[src/rtl/sseq_pkg.sv]
// Shared types, constants and coil tables for the stepper step sequencer.
`default_nettype none

package sseq_pkg;

    // Widths of the free-running millisecond clock and the step position
    localparam int TIME_WIDTH = 32;
    localparam int POS_WIDTH  = 16;

    // Fixed field widths
    localparam int STEPS_W = 16;
    localparam int DELAY_W = 16;
    localparam int REV_W   = 16;
    localparam int COIL_W  = 4;
    localparam int IDX_W   = 2;
    localparam int WDATA_W = 16;

    // Width of the position compare, wide enough for position + 1 and the wrap count
    localparam int CMP_W = ((POS_WIDTH > REV_W) ? POS_WIDTH : REV_W) + 1;

    // Packed result width and its byte-aligned stream width
    localparam int RES_BITS  = COIL_W + POS_WIDTH + STEPS_W + 1 + 1;
    localparam int M_TDATA_W = ((RES_BITS + 7) / 8) * 8;

    // Item kinds
    localparam logic OP_MOVE = 1'b0;
    localparam logic OP_TICK = 1'b1;

    // Wiring modes
    localparam logic WIRE_TWO  = 1'b0;
    localparam logic WIRE_FOUR = 1'b1;

    // Configuration register indexes
    localparam logic [IDX_W-1:0] REG_STEP_DELAY = 2'd0;
    localparam logic [IDX_W-1:0] REG_STEPS_REV  = 2'd1;
    localparam logic [IDX_W-1:0] REG_WIRING     = 2'd2;

    // Reset values of the configuration registers
    localparam logic [DELAY_W-1:0] STEP_DELAY_RST = 16'd10;
    localparam logic [REV_W-1:0]   STEPS_REV_RST  = 16'd200;
    localparam logic               WIRING_RST     = WIRE_FOUR;

    typedef struct packed {
        logic [DELAY_W-1:0] step_delay_ms;
        logic [REV_W-1:0]   steps_per_rev;
        logic               wiring_mode;
    } sseq_cfg_t;

    typedef struct packed {
        logic               op;
        logic [STEPS_W-1:0] move_steps;
    } sseq_item_t;

    typedef struct packed {
        logic                 stepped;
        logic                 busy_res;
        logic [STEPS_W-1:0]   steps_remaining;
        logic [POS_WIDTH-1:0] position;
        logic [COIL_W-1:0]    coil_pattern;
    } sseq_result_t;

    // Full-step coil sequence, selected by position mod 4
    function automatic logic [COIL_W-1:0] coil_lookup(input logic mode, input logic [1:0] phase);
        logic [COIL_W-1:0] pat;
        pat = '0;
        if (mode == WIRE_FOUR) begin
            case (phase)
                2'd0:    pat = 4'd5;
                2'd1:    pat = 4'd6;
                2'd2:    pat = 4'd10;
                default: pat = 4'd9;
            endcase
        end else begin
            case (phase)
                2'd0:    pat = 4'd2;
                2'd1:    pat = 4'd3;
                2'd2:    pat = 4'd1;
                default: pat = 4'd0;
            endcase
        end
        return pat;
    endfunction

endpackage

`default_nettype wire

[src/rtl/sseq_cfg.sv]
// Configuration register file of the stepper step sequencer.
`default_nettype none

module sseq_cfg (
    input  wire logic                          clk,
    input  wire logic                          rst_n,
    input  wire logic                          cfg_wr_en,
    input  wire logic [sseq_pkg::IDX_W-1:0]    cfg_index,
    input  wire logic [sseq_pkg::WDATA_W-1:0]  cfg_wdata,
    output sseq_pkg::sseq_cfg_t                cfg
);

    sseq_pkg::sseq_cfg_t cfg_reg;

    // Decode the write index and update one register
    always_ff @(posedge clk or negedge rst_n)
    begin
        if (!rst_n)
        begin
            cfg_reg.step_delay_ms <= sseq_pkg::STEP_DELAY_RST;
            cfg_reg.steps_per_rev <= sseq_pkg::STEPS_REV_RST;
            cfg_reg.wiring_mode   <= sseq_pkg::WIRING_RST;
        end
        else if (cfg_wr_en)
        begin
            unique case (cfg_index)
                sseq_pkg::REG_STEP_DELAY: cfg_reg.step_delay_ms <= cfg_wdata[sseq_pkg::DELAY_W-1:0];
                sseq_pkg::REG_STEPS_REV:  cfg_reg.steps_per_rev <= cfg_wdata[sseq_pkg::REV_W-1:0];
                sseq_pkg::REG_WIRING:     cfg_reg.wiring_mode   <= cfg_wdata[0];
                default:                  cfg_reg <= cfg_reg;
            endcase
        end
    end

    assign cfg = cfg_reg;

endmodule

`default_nettype wire

[src/rtl/sseq_core.sv]
// Motion state and single-pass step logic of the stepper step sequencer.
`default_nettype none

module sseq_core (
    input  wire logic                  clk,
    input  wire logic                  rst_n,
    input  wire sseq_pkg::sseq_cfg_t   cfg,
    input  wire logic                  fire,
    input  wire sseq_pkg::sseq_item_t  item,
    output sseq_pkg::sseq_result_t     res
);

    localparam int TW = sseq_pkg::TIME_WIDTH;
    localparam int PW = sseq_pkg::POS_WIDTH;
    localparam int SW = sseq_pkg::STEPS_W;
    localparam int CW = sseq_pkg::CMP_W;

    logic [TW-1:0]                  time_reg, time_next;
    logic [TW-1:0]                  last_step_reg, last_step_next;
    logic [PW-1:0]                  pos_reg, pos_next;
    logic [SW-1:0]                  steps_left_reg, steps_left_next;
    logic                           forward_reg, forward_next;
    logic [sseq_pkg::COIL_W-1:0]    coil_reg, coil_next;

    logic [SW-1:0]                  steps_load;
    logic                           fwd_load;
    logic [TW-1:0]                  elapsed;
    logic                           step_go;
    logic [CW-1:0]                  rev_ext;
    logic [CW-1:0]                  pos_ext;
    logic [CW-1:0]                  pos_inc;
    logic [PW-1:0]                  pos_stepped;

    // Apply the item: load a move or advance the clock
    always_comb
    begin
        steps_load = steps_left_reg;
        fwd_load   = forward_reg;
        time_next  = time_reg;
        if (item.op == sseq_pkg::OP_MOVE)
        begin
            if (item.move_steps == '0)
            begin
                steps_load = '0;
            end
            else
            begin
                // Negate as unsigned: the most negative move gives its full magnitude
                steps_load = item.move_steps[SW-1] ? SW'(-item.move_steps) : item.move_steps;
                fwd_load   = !item.move_steps[SW-1];
            end
        end
        else
        begin
            time_next = time_reg + TW'(1);
        end
    end

    // Check step timing with the modular elapsed time
    assign elapsed = time_next - last_step_reg;
    assign step_go = (steps_load != '0) && (elapsed >= TW'(cfg.step_delay_ms));

    // Advance or retreat the position, wrapping at the revolution count
    always_comb
    begin
        rev_ext = (cfg.steps_per_rev == '0) ? CW'(1) : CW'(cfg.steps_per_rev);
        pos_ext = CW'(pos_reg);
        pos_inc = pos_ext + CW'(1);
        if (fwd_load)
        begin
            if (pos_inc >= rev_ext || pos_inc[PW])
                pos_stepped = '0;
            else
                pos_stepped = pos_inc[PW-1:0];
        end
        else
        begin
            if (pos_reg == '0 || pos_ext >= rev_ext)
                pos_stepped = PW'(rev_ext - CW'(1));
            else
                pos_stepped = pos_reg - PW'(1);
        end
    end

    // Select next state for this transfer
    always_comb
    begin
        last_step_next  = last_step_reg;
        pos_next        = pos_reg;
        steps_left_next = steps_load;
        forward_next    = fwd_load;
        coil_next       = coil_reg;
        if (step_go)
        begin
            last_step_next  = time_next;
            pos_next        = pos_stepped;
            steps_left_next = steps_load - SW'(1);
            coil_next       = sseq_pkg::coil_lookup(cfg.wiring_mode, pos_stepped[1:0]);
        end
    end

    // Hold state between transfers
    always_ff @(posedge clk or negedge rst_n)
    begin
        if (!rst_n)
        begin
            time_reg       <= '0;
            last_step_reg  <= '0;
            pos_reg        <= '0;
            steps_left_reg <= '0;
            forward_reg    <= 1'b1;
            coil_reg       <= '0;
        end
        else if (fire)
        begin
            time_reg       <= time_next;
            last_step_reg  <= last_step_next;
            pos_reg        <= pos_next;
            steps_left_reg <= steps_left_next;
            forward_reg    <= forward_next;
            coil_reg       <= coil_next;
        end
    end

    // Result seen after this item
    assign res.coil_pattern    = coil_next;
    assign res.position        = pos_next;
    assign res.steps_remaining = steps_left_next;
    assign res.busy_res        = (steps_left_next != '0);
    assign res.stepped         = step_go;

endmodule

`default_nettype wire

[src/rtl/stepper_step_sequencer.sv]
// Top level of the stepper step sequencer: stream ports, input and result registers.
`default_nettype none

// Full-step stepper sequencer. Each input transfer is either a move (tuser = 0,
// tdata = signed step count, replacing any pending count) or a one-millisecond
// tick (tuser = 1). Every transfer yields exactly one result with the held coil
// pattern, position, remaining steps, busy flag and whether a step was taken.
// One transfer is accepted per clock unless results back up. The input register
// captures the item at its transfer, and the combinational motion logic loads
// the result register when the item fires, once the result register is free or
// being drained, so items flow at one per clock while the results are taken;
// tready drops only while both registers are full and the result is not taken.
// Configuration registers are written through cfg_wr_en / cfg_index / cfg_wdata
// and should only change while idle.
module stepper_step_sequencer (
    input  wire logic                              clk,
    input  wire logic                              rst_n,
    // Configuration write port
    input  wire logic                              cfg_wr_en,
    input  wire logic [sseq_pkg::IDX_W-1:0]        cfg_index,
    input  wire logic [sseq_pkg::WDATA_W-1:0]      cfg_wdata,
    // Input stream
    input  wire logic                              s_tvalid,
    output wire logic                              s_tready,
    input  wire logic [sseq_pkg::STEPS_W-1:0]      s_tdata,   // [15:0] move_steps
    input  wire logic                              s_tuser,   // [0] op
    // Result stream
    output wire logic                              m_tvalid,
    input  wire logic                              m_tready,
    // [3:0] coil_pattern, [19:4] position, [35:20] steps_remaining,
    // [36] busy_res, [37] stepped, upper bits zero
    output wire logic [sseq_pkg::M_TDATA_W-1:0]    m_tdata
);

    sseq_pkg::sseq_cfg_t    cfg;
    sseq_pkg::sseq_item_t   in_item_reg;
    sseq_pkg::sseq_result_t res;
    sseq_pkg::sseq_result_t out_res_reg;
    logic                   in_valid_reg;
    logic                   out_valid_reg;
    logic                   advance;
    logic                   fire;
    logic                   in_take;

    sseq_cfg u_cfg (
        .clk       (clk),
        .rst_n     (rst_n),
        .cfg_wr_en (cfg_wr_en),
        .cfg_index (cfg_index),
        .cfg_wdata (cfg_wdata),
        .cfg       (cfg)
    );

    // Advance when the result register is free or being drained
    assign advance  = !out_valid_reg || m_tready;
    assign fire     = in_valid_reg && advance;
    assign s_tready = !in_valid_reg || advance;
    assign in_take  = s_tvalid && s_tready;

    // Input register
    always_ff @(posedge clk or negedge rst_n)
    begin
        if (!rst_n)
            in_valid_reg <= 1'b0;
        else if (s_tready)
            in_valid_reg <= s_tvalid;
    end

    always_ff @(posedge clk)
    begin
        if (in_take)
        begin
            in_item_reg.op         <= s_tuser;
            in_item_reg.move_steps <= s_tdata;
        end
    end

    sseq_core u_core (
        .clk   (clk),
        .rst_n (rst_n),
        .cfg   (cfg),
        .fire  (fire),
        .item  (in_item_reg),
        .res   (res)
    );

    // Result register
    always_ff @(posedge clk or negedge rst_n)
    begin
        if (!rst_n)
            out_valid_reg <= 1'b0;
        else if (advance)
            out_valid_reg <= in_valid_reg;
    end

    always_ff @(posedge clk)
    begin
        if (fire)
            out_res_reg <= res;
    end

    assign m_tvalid = out_valid_reg;
    assign m_tdata  = sseq_pkg::M_TDATA_W'(out_res_reg);

endmodule

`default_nettype wire

[config.mk]
export PLATFORM = sky130hd
export DESIGN_NAME = stepper_step_sequencer
export DESIGN_NICKNAME = d
export VERILOG_FILES = /design/src/rtl/sseq_pkg.sv /design/src/rtl/sseq_cfg.sv /design/src/rtl/sseq_core.sv /design/src/rtl/stepper_step_sequencer.sv
export SDC_FILE = /design/constraint.sdc
export NUM_CORES = 1
export LEC_CHECK = 0
export ABC_CLOCK_PERIOD_IN_PS = 13200
export BUFFER_PORTS_ARGS = -buffer_cell sky130_fd_sc_hd__buf_2
export CELL_PAD_IN_SITES_DETAIL_PLACEMENT = 1
export CELL_PAD_IN_SITES_GLOBAL_PLACEMENT = 1
export CORE_MARGIN = 3
export CORE_UTILIZATION = 52
export DETAILED_ROUTE_END_ITERATION = 6
export GPL_TIMING_DRIVEN = 0
export PLACE_DENSITY = 0.83
export REMOVE_ABC_BUFFERS = 1
export SYNTH_ARGS = -nofsm -noshare
export SYNTH_HDL_FRONTEND = slang
export SYNTH_SLANG_ARGS = --single-unit
export TNS_END_PERCENT = 50
[constraint.sdc]
create_clock -name clk -period 13.2 [get_ports clk]
set_clock_uncertainty 0.2 [all_clocks]
set_input_delay 1.32 -clock clk [delete_from_list [all_inputs] [get_ports clk]]
set_output_delay 1.32 -clock clk [all_outputs]
set_load 0.1 [all_outputs]
==> metrics, run 1 <==
outcome finished clean; crit end category register; distinct cell type count after synthesis 85; io pins 82; Critical Path Fanout Max 33; Worst Tran Pin Value 1.22 ns; most frequent cells after synthesis 196 x nand2_1, 129 x dfrtp_1, 101 x nor2_1, 90 x ha_1, 89 x o21ai_0; Final Hold Viols 0; Yosys Warn Count 0; first-pass GRT wire length 64400 um; fin crit period 8.61 ns; Worst Hold Depth 1; critical path arrival 8.58 ns; Post-Place Cells 1852; Die Wd 167 um; Crit path required time 13.17 ns; Pint 1.71 mW; final setup vio count 0; Initial DRC Count 848; Slew headroom 0.185; Max Cap Viol 0; gr usage total 0.283; CTS Sinks 191; share of layout cells above drive strength 1 0.119; Clk network pwr share 0.162; Final Instance Area 0.0147 mm^2; per-cell routed wire length 21.0 um; kind of critical path reg -> reg; top-area cell type share of the netlist area 0.240; area growth from synthesis to layout 9.63%; post-cts sizing count 0; Syn Inst Count 1505; Core Region 0.0253 mm^2; clk root buf clkbuf_16; LEAKAGE 6.72 nW; DRC 0; Synth area leaders dfrtp_1 24%, edfxtp_1 12%, ha_1 8.4%; # rows 58; routed via count 11517; initial antenna violation count 0; GR Overflow Total 0; sequential share of power 0.265; CP top delay family simple AND/OR/NAND/NOR gates; H-tree Lvls 4; VDD IR-drop max 0.143 mV; Pwr Density 224 mW/mm^2; Final ANT Viol Nets 0; Clock Tree Buf Depth 2; Slowest cell on crit path edfxtp_1; vias per cell 6.11; Max Transition Viols Final 0; Pre-Repair DR Iteration Count 5; Comb power frac 0.573; CTS tree done; FF-to-FF path depth 25; clock transition at the registers of the reported paths 0.08 ns; P_sw 1.59 mW; Mapped Area 0.0134 mm^2; clock latency on the worst-skew pair 0.46 ns; die area 0.0278 mm^2; Final Non-Filler Cells 1884; Top FF cell, synth dfrtp_1; Post-DP Area 0.0141 mm^2; most frequent cell after synthesis nand2_1; Setup TNS 0 ns; GPL Wtd Cong 0.870; Tightest Hold Check Type reg -> reg; flops & latches, synth 191; Layout Nets 1672; Stages on worst setup path 25; total routed wirelength 39500 um; Sw Share 0.482; Synth area leader dfrtp_1; Post-synth EDFFs 55; RSZ-0062 raised after global routing false; ANT cells 0; WP buf/inv 0; critical path's largest stage delay 1.15 ns; vias in the first global route 12173; Hold Buf Count CTS 0; Startpoint Class register; syn_area_per_cell 8.93 um^2; largest net degree at the start of global routing 75; Design Power 3.30 mW; CTS Buf Count 17; Fmax 0.116 GHz; fin crit share 0.652; Post-CTS Setup Bufs 0; final core occ 0.582; Die Y 167 um; hpwl dp 29600 um; Seq/Total Area, Yosys 0.377; Initial Util 0.531; asr flop ratio synth 0.712; max FFs per register 38; PortBufs 79
worst register-to-register path: cells and delay by family, from the launching register on:
family | cells | cell delay (ns)
simple gates | 14 | 4.02
compound gates | 7 | 1.93
flops | 1 | 1.15
fa+ha+maj | 2 | 0.65
xor+xnor | 2 | 0.41
layout by cell type, fill, tap and decap left out, types with 48 or more instances in the layout:
cell / synthesis / routed
buf_2: 14 / 78
nand2_1: 196 / 196
dfrtp_1: 129 / 129
o21ai_0: 89 / 89
xor2_1: 60 / 60
nand3_1: 48 / 48
a21oi_1: 70 / 69
inv_1: 87 / 86
edfxtp_1: 55 / 55
xnor2_1: 77 / 77
ha_1: 90 / 90
nor2_1: 101 / 100
worst paths after layout:
| path | end | from | slack (ns) |
|---|---|---|---|
| hold reg to reg | m_tvalid$_DFFE_PN0P_ | in_valid_reg$_DFFE_PN0N_ | 0.29 |
| setup / recovery | m_tdata[36]$_DFFE_PP_ | in_item_reg[16]$_DFFE_PP_ | 4.59 |
| min in group asynchronous | u_core.pos_reg[10]$_DFFE_PN0P_ | rst_n | 0.62 |
| max in group asynchronous | u_cfg.cfg[20]$_DFFE_PN1P_ | rst_n | 11.33 |
| hold / removal | m_tvalid$_DFFE_PN0P_ | in_valid_reg$_DFFE_PN0N_ | 0.29 |
| setup reg to reg | m_tdata[36]$_DFFE_PP_ | in_item_reg[16]$_DFFE_PP_ | 4.59 |
metal layers:
| layer | part of all wire | global-route usage | wire length (um) |
|---|---|---|---|
| met1 | 0.43 | 0.359 | 17100 |
| met2 | 0.52 | 0.513 | 20400 |
| met3 | 0.030 | 0.0351 | 1170 |
| met4 | 0.021 | 0.0760 | 828 |
| met5 | 0 | 0 | 0 |
layout make-up:
type | instances | area (um^2)
fillers | 2953 | 10600
clock buffers | 18 | 450
multi-input cells | 1158 | 7790
flip-flops and latches | 191 | 5060
repair buffers | 86 | 546
inverters | 87 | 329
well taps | 330 | 413
clock inverters | 14 | 146
power by group through the flow:
stage | Sequential (mW) | Clock [mW] | Combinational (mW)
global placement | 0.871 | 0 | 1.75
global route | 0.890 | 0.567 | 2.08
detailed placement | 0.881 | 0 | 1.87
CTS | 0.871 | 0.545 | 1.89
finish | 0.874 | 0.536 | 1.89
floorplan | 1.06 | 0 | 1.19
metrics by stage:
step	hold WS, ns	setup WS (ns)
floorplan	0.246	4.65
global placement	0.259	1.19
detailed placement	0.268	4.76
CTS	0.297	4.61
global route	0.313	3.99
finish	0.294	4.59
logic make-up (layout without fill, tap and decap cells):
family	after synthesis	after routing	synth area share
AND/OR/NAND/NOR	526	526	0.191
AO/OA/AOI/OAI	335	335	0.157
flip-flops	191	191	0.377
buffers and inverters	157	205	0.0460
XOR/XNOR	137	137	0.0893
adder cells (fa/ha/maj)	91	91	0.0852
multiplexers	67	67	0.0544
other	1	2	0.000279
Power figures use the tool's default switching activity.
==> run 2: changes to the inputs <==
--- a/config.mk
+++ b/config.mk
@@ -5,15 +5,16 @@
 export SDC_FILE = /design/constraint.sdc
 export NUM_CORES = 1
 export LEC_CHECK = 0
-export ABC_CLOCK_PERIOD_IN_PS = 13200
+export ABC_AREA = 1
+export ABC_CLOCK_PERIOD_IN_PS = 8250
 export BUFFER_PORTS_ARGS = -buffer_cell sky130_fd_sc_hd__buf_2
 export CELL_PAD_IN_SITES_DETAIL_PLACEMENT = 1
 export CELL_PAD_IN_SITES_GLOBAL_PLACEMENT = 1
 export CORE_MARGIN = 3
-export CORE_UTILIZATION = 52
+export CORE_UTILIZATION = 46
 export DETAILED_ROUTE_END_ITERATION = 6
 export GPL_TIMING_DRIVEN = 0
-export PLACE_DENSITY = 0.83
+export PLACE_DENSITY = 0.78
 export REMOVE_ABC_BUFFERS = 1
 export SYNTH_ARGS = -nofsm -noshare
 export SYNTH_HDL_FRONTEND = slang
==> constraint.sdc (replaced) <==
create_clock -name clk -period 8.25 [get_ports clk]
set_clock_uncertainty 0.2 [all_clocks]
set_input_delay 0.825 -clock clk [delete_from_list [all_inputs] [get_ports clk]]
set_output_delay 0.825 -clock clk [all_outputs]
set_load 0.1 [all_outputs]
==> metrics, run 2 <==
outcome finished clean; crit end category register; Setup TNS 0 ns; Compound-Gate Fraction of Synth Area 0.106; Post-DP Area 0.0149 mm^2; Slew headroom 0.179; Slowest cell on crit path edfxtp_1; routed wl met3 1020 um; Post-Synth Simple-Gate Area 0.314; GR Overflow Total 0; worst setup margin 0.904 ns; syn_area_per_cell 7.04 um^2; WL met2 21700 um; largest family of logic cells by synthesized area simple AND/OR/NAND/NOR gates; Max Transition Viols Final 0; RSZ-0062 raised after global routing false; Final Instance Area 0.0155 mm^2; fin crit share 0.890; clock transition at the registers of the reported paths 0.08 ns; Final Hold Viols 0; Crit path required time 8.26 ns; Seq/Total Area, Yosys 0.355; Initial Util 0.474; max layer used met4; largest net degree at the start of global routing 117; CTS tree done; CTS Buf Count 17; Fmax 0.136 GHz; hpwl dp 33700 um; flops & latches, synth 191; distinct cell type count after synthesis 63; initial antenna violation count 0; Pre-Repair DR Iteration Count 4; Startpoint Class register; clock latency on the worst-skew pair 0.45 ns; vias in the first global route 13862; Synth Area in XOR/XNOR 0.0368; critical path's largest stage delay 0.98 ns; asr flop ratio synth 0.712; area growth from synthesis to layout 8.62%; Setup WS pre-CTS 0.989 ns; share of layout cells above drive strength 1 0.0951; per-cell routed wire length 17.3 um; top-area cell type share of the netlist area 0.226; Syn Inst Count 2026; first-pass GRT wire length 70700 um; vias per cell 5.36; Worst Tran Pin Value 1.23 ns; gr usage total 0.263; Hold Buf Count CTS 0; most frequent cell after synthesis nand2_1; Top FF cell, synth dfrtp_1; total routed wirelength 43000 um; H-tree Lvls 4; fin crit period 7.35 ns; Post-synth EDFFs 55; max FFs per register 38; routed via count 13307; Post-CTS Setup Bufs 0; die area 0.0332 mm^2; most frequent cells after synthesis 649 x nand2_1, 306 x inv_1, 158 x nor2_1, 129 x dfrtp_1, 119 x o21ai_0; Mapped Area 0.0143 mm^2; commonest non-fill, non-tap cells in the layout 648 x nand2_1, 306 x inv_1, 158 x nor2_1; Layout Nets 2211; Die Wd 182 um; Initial DRC Count 609; cell repeated most along the worst path nand2_1; CTS Sinks 191; mux share of post-synthesis cell area 0.000702; io pins 82; Yosys Warn Count 0; Final ANT Viol Nets 0; Post-Synth Adder-Cell Area 0.0804; Die Y 182 um; Synth area leaders dfrtp_1 23%, nand2_1 17%, edfxtp_1 12%; fillers 3967; kind of critical path reg -> reg; PortBufs 79; commonest non-fill, non-tap cell in the layout nand2_1; # rows 63; Critical Path Fanout Max 26; Synth area leader dfrtp_1; DRC 0; WHS 0.124 ns; M1 WL 19500 um; Max Cap Viol 0; clk root buf clkbuf_16; post-cts sizing count 0; Clock Tree Buf Depth 2; ANT cells 0; final setup vio count 0; Core Region 0.0301 mm^2; GPL Wtd Cong 0.911; Tightest Hold Check Type in -> async; critical path arrival 7.35 ns
[run 2: cell types whose count changed after synthesis, moves of 24 or more]
cell,delta
xnor2_1,-73
o21ai_0,+30
a21oi_1,-24
nand2_1,+453
clkbuf_1,-31
inv_1,+219
mux2_2,-38
nand3_1,+65
nor2_1,+57
[run 2: final timing paths]
check	from	end	slack (ns)	cells after the start
min in group clk	u_core.last_step_reg[22]$_DFFE_PN0P_	u_core.last_step_reg[22]$_DFFE_PN0P_	0.29	2
max in group asynchronous	rst_n	u_core.last_step_reg[14]$_DFFE_PN0P_	6.89	2
worst min register to register	u_core.last_step_reg[22]$_DFFE_PN0P_	u_core.last_step_reg[22]$_DFFE_PN0P_	0.29	2
worst max-delay path	in_item_reg[16]$_DFFE_PP_	m_tdata[36]$_DFFE_PP_	0.90	30
worst min-delay path	rst_n	u_core.pos_reg[11]$_DFFE_PN0P_	0.12	1
worst max register to register	in_item_reg[16]$_DFFE_PP_	m_tdata[36]$_DFFE_PP_	0.90	30
[run 2: logic make-up (layout without fill, tap and decap cells)]
group,after synthesis,after routing
simple gates,1049,1049
buf+inv,376,442
compound gates,258,258
flops,191,191
fa+ha+maj,91,91
xor+xnor,59,59
other cells,1,2
mux,1,1
[run 2: routing by layer]
metal	vias up	global-route usage
li1	6608	-
met1	6469	0.334
met2	175	0.471
met3	55	0.0331
met4	0	0.0765
met5	-	0
[run 2: layout make-up]
type	instances	area, um^2	area share
Clock buffer	19	433	0.0279
Clock inverter	13	138	0.00888
Inverter	329	1240	0.0802
Multi-Input combinational cell	1460	7680	0.496
Sequential cell	191	5060	0.327
Tap cell	390	488	0.0315
Timing Repair Buffer	81	444	0.0287
[run 2: through the flow]
step	util	instances
final	0.515	2483
after CTS	0.515	2483
after global routing	0.515	2483
after detailed placement	0.496	2451
after floorplan	-	1980
after global placement	0.494	2449
[run 2: worst max-delay path, delay by kind of cell, from the launching register on]
kind                     cells  cell delay (ns)
flip-flops                   1             0.98
adder cells (fa/ha/maj)      2             0.69
XOR/XNOR                     2             0.40
AND/OR/NAND/NOR             21             3.29
buffers and inverters        3             1.00
AO/OA/AOI/OAI                2             0.50
Power of run 2 is not shown: default switching activity piles up to over one toggle a cycle in this logic, so the estimate is an artifact.
